## src/hdl/bsp_pkg.sv

```systemverilog
// Shared types and constants of the bit stream packer.
package bsp_pkg;

  localparam int unsigned FIELD_W = 72;
  localparam int unsigned SH_W    = 80;

  localparam logic [2:0] KIND_BITS  = 3'd0;
  localparam logic [2:0] KIND_LE    = 3'd1;
  localparam logic [2:0] KIND_VI_LE = 3'd2;
  localparam logic [2:0] KIND_VI_BE = 3'd3;
  localparam logic [2:0] KIND_FLUSH = 3'd4;

  localparam logic [7:0] VARINT_TWO   = 8'hFD;
  localparam logic [7:0] VARINT_FOUR  = 8'hFE;
  localparam logic [7:0] VARINT_EIGHT = 8'hFF;

  typedef struct packed {
    logic [FIELD_W-1:0] field;
    logic [6:0]         nbits;
    logic               flush;
  } bsp_enc_t;

endpackage

```

## src/hdl/bsp_encode.sv

```systemverilog
// Item encoder: turns one item into a left-aligned bit field and its length.
module bsp_encode import bsp_pkg::*; (
  input  logic [2:0]  kind,
  input  logic [63:0] value,
  input  logic [6:0]  bit_count,
  input  logic [3:0]  byte_count,
  output bsp_enc_t    enc
);

  logic [63:0]        rev;
  logic [6:0]         nbit0;
  logic [3:0]         nbyte1;
  logic [3:0]         vnb;
  logic [7:0]         prefix;
  logic [FIELD_W-1:0] raw;
  logic [6:0]         nbits;
  logic               flush;
  logic [FIELD_W-1:0] mask;

  always_comb begin
    for (int j = 0; j < 8; j++) begin
      rev[63-8*j -: 8] = value[8*j +: 8];
    end
  end

  always_comb begin
    nbit0  = (bit_count > 7'd64) ? 7'd64 : bit_count;
    nbyte1 = (byte_count > 4'd8) ? 4'd8 : byte_count;
    if (value <= 64'hFFFF) begin
      prefix = VARINT_TWO;
      vnb    = 4'd2;
    end else if (value <= 64'hFFFF_FFFF) begin
      prefix = VARINT_FOUR;
      vnb    = 4'd4;
    end else begin
      prefix = VARINT_EIGHT;
      vnb    = 4'd8;
    end
  end

  always_comb begin
    raw   = '0;
    nbits = '0;
    flush = 1'b0;
    unique case (kind)
      KIND_BITS: begin
        raw   = {value, 8'h00} << (7'd64 - nbit0);
        nbits = nbit0;
      end
      KIND_LE: begin
        raw   = {rev, 8'h00};
        nbits = {nbyte1, 3'b000};
      end
      KIND_VI_LE, KIND_VI_BE: begin
        if (value < 64'(VARINT_TWO)) begin
          raw   = {value[7:0], 64'h0};
          nbits = 7'd8;
        end else begin
          if (kind == KIND_VI_LE) begin
            raw = {prefix, rev};
          end else begin
            raw = {prefix, value << (7'd64 - {vnb, 3'b000})};
          end
          nbits = 7'd8 + {vnb, 3'b000};
        end
      end
      KIND_FLUSH: begin
        flush = 1'b1;
      end
      default: begin
      end
    endcase
  end

  assign mask = {FIELD_W{1'b1}} << (7'(FIELD_W) - nbits);
  assign enc  = {raw & mask, nbits, flush};

endmodule

```

## src/hdl/bsp_emit.sv

```systemverilog
// Byte emitter: merges the partial byte with a field and shifts out whole bytes.
module bsp_emit import bsp_pkg::*; (
  input  logic       clk,
  input  logic       rst_n,
  input  logic       enc_valid,
  input  bsp_enc_t   enc,
  output logic       load,
  output logic       out_valid,
  input  logic       out_stall,
  output logic [7:0] out_byte,
  output logic       out_last
);

  logic [7:0]      partial_r;
  logic [2:0]      fill_r;
  logic [SH_W-1:0] sh_r;
  logic [3:0]      cnt_r;
  logic            out_valid_r;
  logic [7:0]      out_byte_r;
  logic            out_last_r;

  logic            move;
  logic [SH_W-1:0] combined;
  logic [6:0]      total;
  logic [3:0]      nbytes;
  logic [6:0]      sel;
  logic [7:0]      partial_nxt;

  assign move = (cnt_r != 4'd0) && (!out_valid_r || !out_stall);
  assign load = enc_valid && ((cnt_r == 4'd0) || ((cnt_r == 4'd1) && move));

  always_comb begin
    combined = {partial_r, {FIELD_W{1'b0}}} | ({enc.field, 8'h00} >> fill_r);
    if (enc.flush && (fill_r != 3'd0)) begin
      total = 7'd8;
    end else begin
      total = {4'b0000, fill_r} + enc.nbits;
    end
    nbytes      = total[6:3];
    sel         = 7'(SH_W - 1) - {nbytes, 3'b000};
    partial_nxt = combined[sel -: 8];
  end

  always_ff @(posedge clk) begin
    if (!rst_n) begin
      partial_r   <= '0;
      fill_r      <= '0;
      cnt_r       <= '0;
      out_valid_r <= 1'b0;
    end else begin
      if (load) begin
        partial_r <= partial_nxt;
        fill_r    <= total[2:0];
        cnt_r     <= nbytes;
      end else if (move) begin
        cnt_r <= cnt_r - 4'd1;
      end
      if (move) begin
        out_valid_r <= 1'b1;
      end else if (!out_stall) begin
        out_valid_r <= 1'b0;
      end
    end
  end

  always_ff @(posedge clk) begin
    if (load) begin
      sh_r <= combined;
    end else if (move) begin
      sh_r <= sh_r << 8;
    end
    if (move) begin
      out_byte_r <= sh_r[SH_W-1 -: 8];
      out_last_r <= (cnt_r == 4'd1);
    end
  end

  assign out_valid = out_valid_r;
  assign out_byte  = out_byte_r;
  assign out_last  = out_last_r;

endmodule

```

## src/hdl/bit_stream_packer_varint.sv

```systemverilog
// Top level of the bit stream packer with compact-size varints.
// Path: an accepted item is registered at the input, loaded into the byte shifter
// and shifted into the output byte register. Throughput: one byte per cycle while
// out_stall is low; an item completes at most nine bytes (an eight-byte varint).
// Reset clears the partial byte, its fill count and all valid flags.
module bit_stream_packer_varint import bsp_pkg::*; (
  input  logic        clk,
  input  logic        rst_n,
  input  logic        in_valid,
  output logic        in_stall,
  input  logic [2:0]  in_kind,
  input  logic [63:0] in_value,
  input  logic [6:0]  in_bit_count,
  input  logic [3:0]  in_byte_count,
  output logic        out_valid,
  input  logic        out_stall,
  output logic [7:0]  out_byte,
  output logic        out_last
);

  logic        hold_r;
  logic [2:0]  kind_r;
  logic [63:0] value_r;
  logic [6:0]  bit_count_r;
  logic [3:0]  byte_count_r;
  logic        load;
  bsp_enc_t    enc;

  assign in_stall = hold_r && !load;

  always_ff @(posedge clk) begin
    if (!rst_n) begin
      hold_r <= 1'b0;
    end else if (in_valid && !in_stall) begin
      hold_r <= 1'b1;
    end else if (load) begin
      hold_r <= 1'b0;
    end
  end

  always_ff @(posedge clk) begin
    if (in_valid && !in_stall) begin
      kind_r       <= in_kind;
      value_r      <= in_value;
      bit_count_r  <= in_bit_count;
      byte_count_r <= in_byte_count;
    end
  end

  bsp_encode u_encode (
    .kind       (kind_r),
    .value      (value_r),
    .bit_count  (bit_count_r),
    .byte_count (byte_count_r),
    .enc        (enc)
  );

  bsp_emit u_emit (
    .clk       (clk),
    .rst_n     (rst_n),
    .enc_valid (hold_r),
    .enc       (enc),
    .load      (load),
    .out_valid (out_valid),
    .out_stall (out_stall),
    .out_byte  (out_byte),
    .out_last  (out_last)
  );

endmodule

```

## config.mk

```make
export PLATFORM = sky130hd
export DESIGN_NAME = bit_stream_packer_varint
export DESIGN_NICKNAME = d
export VERILOG_FILES = /design/src/hdl/bsp_pkg.sv /design/src/hdl/bsp_encode.sv /design/src/hdl/bsp_emit.sv /design/src/hdl/bit_stream_packer_varint.sv
export SDC_FILE = /design/constraint.sdc
export NUM_CORES = 1
export LEC_CHECK = 0
export ABC_CLOCK_PERIOD_IN_PS = 5100
export BUFFER_PORTS_ARGS = -buffer_cell sky130_fd_sc_hd__clkbuf_2
export CELL_PAD_IN_SITES_DETAIL_PLACEMENT = 1
export CELL_PAD_IN_SITES_GLOBAL_PLACEMENT = 2
export CORE_MARGIN = 8
export CORE_UTILIZATION = 33
export DETAILED_ROUTE_END_ITERATION = 12
export PLACE_DENSITY_LB_ADDON = 0.2
export SYNTH_ARGS = -nofsm -noshare
export SYNTH_HDL_FRONTEND = slang
export SYNTH_SLANG_ARGS = --single-unit
```

## constraint.sdc

```tcl
create_clock -name clk -period 5.1 [get_ports clk]
set_clock_uncertainty 0.05 [all_clocks]
set_input_delay 0.51 -clock clk [delete_from_list [all_inputs] [get_ports clk]]
set_output_delay 0.51 -clock clk [all_outputs]
set_load 0.005 [all_outputs]
```

==> flow_results.xml <==
<?xml version="1.0" encoding="UTF-8"?>
<metrics>
  <group name="power_and_ir_drop">
    <metric name="power_leakage" unit="nW">9.73</metric>
    <metric name="max-vdd-ir-drop" unit="mV">0.566</metric>
    <metric name="power_dens_cells" unit="nW/um^2">434</metric>
  </group>
  <group name="detailed_routing">
    <metric name="final_antenna_net_count" unit="">0</metric>
    <metric name="dr_total_vias" unit="">24969</metric>
    <metric name="detail_route.wirelength" unit="um">134000</metric>
    <metric name="vias_per_cell" unit="">7.04</metric>
    <metric name="drc" unit="">0</metric>
    <metric name="wl_per_cell" unit="um">37.7</metric>
    <metric name="drt_iter0_drc" unit="">4005</metric>
    <metric name="drt_first_pass_iters" unit="">9</metric>
  </group>
  <group name="critical_path">
    <metric name="path_delay_family" unit="">compound AO/OA/AOI/OAI gates</metric>
    <metric name="timing.critical_path.to_type" unit="">flop</metric>
    <metric name="worst-endpoint-arrival" unit="ns">5.38</metric>
    <metric name="rrSetupSlack" unit="ns">0.03</metric>
    <metric name="critical_path_required" unit="ns">5.42</metric>
    <metric name="crit_end" unit="">u_emit.partial_r[0]</metric>
    <metric name="cp.depth" unit="">18</metric>
    <metric name="cpMaxStageDelayCell" unit="">mux4_2</metric>
    <metric name="crit_path_start_kind" unit="">flop</metric>
    <metric name="worst_path_maximum_fanout" unit="">6</metric>
    <metric name="critical_path.startpoint" unit="">bit_count_r[6]</metric>
    <metric name="critical-path-max-stage-delay" unit="ns">0.55</metric>
    <metric name="r2r_start" unit="">bit_count_r[6]</metric>
    <metric name="ff2ff_path_depth" unit="">18</metric>
    <metric name="cells_along_the_critical_path" unit="">nor2b_4, inv_2, ha_4, buf_4, or3b_1, o32ai_1, nor3_1, buf_4, mux4_2, a32oi_1, a221oi_1, a311oi_2, a2111oi_1, buf_4, a21oi_1, o32ai_1, a211oi_1, o32ai_1</metric>
    <metric name="number_of_buffers_and_inverters_on_the_critical_path" unit="">4</metric>
    <metric name="rr_endpoint" unit="">u_emit.partial_r[0]</metric>
    <metric name="crit_type" unit="">reg -&gt; reg</metric>
  </group>
  <group name="logic_synthesis">
    <metric name="post_synth_inst_count" unit="">2421</metric>
    <metric name="syn_nets" unit="">2515</metric>
    <metric name="yosys-top-cells-area" unit="">edfxtp_1, mux2i_1, nand2_1, mux4_2, nor2_1</metric>
    <metric name="number_of_enable_type_register_cells_in_the_synthesized_netlist" unit="">166</metric>
    <metric name="dominantRegCellSynth" unit="">edfxtp_1</metric>
    <metric name="synth_cell_type_count" unit="">117</metric>
    <metric name="synth_top_area_share" unit="%">24.6</metric>
    <metric name="synth-warning-count" unit="">0</metric>
    <metric name="yosys.area.top_type" unit="">edfxtp_1</metric>
    <metric name="synthesis.area_per_instance" unit="um^2">8.36</metric>
    <metric name="synth-async-reset-ratio" unit="%">0</metric>
    <metric name="number_of_register_bits_inferred_by_synthesis" unit="">183</metric>
    <metric name="sequential_cell_area_fraction_in_the_yosys_report" unit="%">26.3</metric>
    <metric name="synthesis.area" unit="um^2">20200</metric>
  </group>
  <group name="sta">
    <metric name="final.period_utilization" unit="%">99.3</metric>
    <metric name="worst_hold_slack" unit="ns">0.129</metric>
    <metric name="final_period_minus_worst_setup_slack" unit="ns">5.07</metric>
    <metric name="maxSlewHeadroom" unit="%">19.1</metric>
    <metric name="max_slew.worst_pin.slew" unit="ns">1.21</metric>
    <metric name="maxClockFrequency" unit="MHz">197</metric>
    <metric name="timing_hold_violations_final" unit="">0</metric>
    <metric name="setup_viol" unit="">0</metric>
    <metric name="timing_max_transition_violations_final" unit="">0</metric>
    <metric name="worst_slack" unit="ns">0.0347</metric>
  </group>
  <group name="placement">
    <metric name="numPlacedInstances" unit="">3507</metric>
    <metric name="pre_cts_slack" unit="ns">-0.0975</metric>
    <metric name="place_area" unit="um^2">24300</metric>
    <metric name="io_buffers" unit="">92</metric>
    <metric name="place_hpwl" unit="um">105000</metric>
    <metric name="routabilityCongestion" unit="">1.06</metric>
  </group>
  <group name="floorplanning">
    <metric name="dieArea" unit="um^2">69500</metric>
    <metric name="fp.dieH" unit="um">264</metric>
    <metric name="floorplan.initialDensity" unit="%">33.5</metric>
    <metric name="placeableCoreArea" unit="um^2">60500</metric>
    <metric name="die_x" unit="um">264</metric>
    <metric name="num_rows" unit="">90</metric>
    <metric name="io-pin-count" unit="">93</metric>
  </group>
  <group name="clock_network">
    <metric name="numCtsBuffers" unit="">17</metric>
    <metric name="htreeDepth" unit="">4</metric>
    <metric name="cts.root.buffer_cell" unit="">clkbuf_16</metric>
    <metric name="tritoncts" unit="">built</metric>
    <metric name="clock_pin_slew_of_the_registers_on_the_worst_case_setup_and_hold_paths" unit="ns">0.09</metric>
    <metric name="ctsLongestPathBuffers" unit="">2</metric>
    <metric name="clock-sinks" unit="">183</metric>
    <metric name="worstSkewPairLatency" unit="ns">0.50</metric>
  </group>
  <group name="global_routing">
    <metric name="pin_count_of_the_biggest_net_entering_global_routing" unit="">79</metric>
    <metric name="globalRoute.totalOverflow" unit="">0</metric>
    <metric name="grt_util_all_layers" unit="%">36.7</metric>
    <metric name="vias_in_the_first_global_route" unit="">24331</metric>
    <metric name="grt_antenna_before_repair" unit="">6</metric>
    <metric name="global_route_wire_length_before_repair" unit="um">186000</metric>
  </group>
  <group name="finish">
    <metric name="finish.utilization" unit="%">41.4</metric>
    <metric name="filler_cell_count" unit="">7098</metric>
    <metric name="area_growth_syn_to_layout" unit="%">23.8</metric>
    <metric name="nNetsFinal" unit="">2842</metric>
    <metric name="post_route_cells_drive_above_1_share" unit="%">27.8</metric>
    <metric name="mostFrequentLayoutCells" unit="">buf_4, nand2_1, nor2_1</metric>
    <metric name="commonest_non_fill_non_tap_cell_in_the_layout" unit="">buf_4</metric>
    <metric name="design_area" unit="um^2">25000</metric>
    <metric name="stdcell_count" unit="">3548</metric>
  </group>
  <group name="hold_path">
    <metric name="worstHoldStart" unit="">in_byte_count[0]</metric>
    <metric name="worst_hold_path.num_cells" unit="">1</metric>
    <metric name="timing.hold.worst.class" unit="">in -&gt; reg</metric>
  </group>
  <group name="flow_run">
    <metric name="timing.max_cap.violations" unit="">0</metric>
  </group>
  <group name="status">
    <metric name="status" unit="">finished clean</metric>
  </group>
</metrics>
-- cells in the mapped netlist, drive strengths merged (16+ instances only) --
cell     instances
a2111oi         16
a211o           17
a211oi          41
a21o            17
a21oi          114
a221oi          30
a22oi           31
a31oi           44
a32oi           39
and2            20
and3            20
buf            115
clkbuf         131
dfxtp           17
edfxtp         166
inv             23
mux2            45
mux2i          165
mux4            41
nand2          272
nand3           97
nor2           205
nor3            69
nor4            29
o211ai          63
o21a            21
o21ai          145
o221ai          41
o22ai           45
o31ai           20
o32ai           22
or3             19
-- stage by stage --
stage / total power, mW / setup TNS (ns)
floorplan: 5.89 / 0
global placement: 9.04 / -0.200
detailed placement: 9.10 / -0.163
CTS: 10.6 / -0.0105
global route: 11.2 / -0.00244
finish: 10.9 / 0
-- metal layers --
metal	vias up	wire, um	part of all wire (%)	global-route usage [%]
met5	-	45	0.034	0
li1	10288	-	-	-
met2	1719	54300	41	52.3
met3	298	17200	13	12.8
met1	12658	56600	42	50.7
met4	6	5420	4.1	13.0
-- how the worst min path moves through the flow --
stage | to | slack (ns)
CTS | byte_count_r[0] | 0.11
global placement | u_emit.out_byte[2] | 0.35
floorplan | u_emit.out_byte[0] | 0.35
finish | byte_count_r[0] | 0.13
global route | byte_count_r[0] | 0.11
detailed placement | u_emit.out_byte[2] | 0.36
-- final cells by class --
type	instances	area, um^2	share of cell area [%]
clock inverters	15	196	0.785
well taps	782	978	3.91
diodes	5	12.5	0.0500
clock buffers	17	425	1.70
repair buffers	554	4170	16.6
flip-flops and latches	183	5330	21.3
inverters	27	101	0.405
multi-input cells	1965	13800	55.2
-- flip-flops by register name, indices dropped and copies added, names as in the netlist --
register / cells
value_r: 64
u_emit.sh_r: 79
byte_count_r: 4
bit_count_r: 7
hold_r: 1
u_emit.out_byte: 8
kind_r: 3
u_emit.out_last: 1
u_emit.fill_r: 3
u_emit.out_valid: 1
u_emit.cnt_r: 4
u_emit.partial_r: 8
-- report_power, final --
group	leakage (nW)	internal, mW	switching, mW
Clock	0.293	0.673	0.767
Sequential	1.79	2.38	0.226
Combinational	7.65	2.37	4.46
-- cells by family (layout without fill, tap and decap cells) --
family | after synthesis | after routing | synth area share (%)
AO/OA/AOI/OAI | 875 | 875 | 31.8
XOR/XNOR | 11 | 11 | 0.643
adder cells (fa/ha/maj) | 12 | 12 | 0.779
buffers and inverters | 273 | 613 | 6.13
flip-flops | 183 | 183 | 26.3
multiplexers | 251 | 251 | 15.3
other | 0 | 5 | 0
AND/OR/NAND/NOR | 816 | 816 | 19.0
-- repair_timing --
| action | in CTS | in global routing |
|---|---|---|
| setup buffers | 1 | 3 |
| hold buffers | 0 | 0 |
| resized for setup | 7 | 11 |
| pin swaps | 1 | 3 |
| endpoints found under the setup margin | 4 | 14 |
No activity file was read; power rests on OpenSTA's default activity.
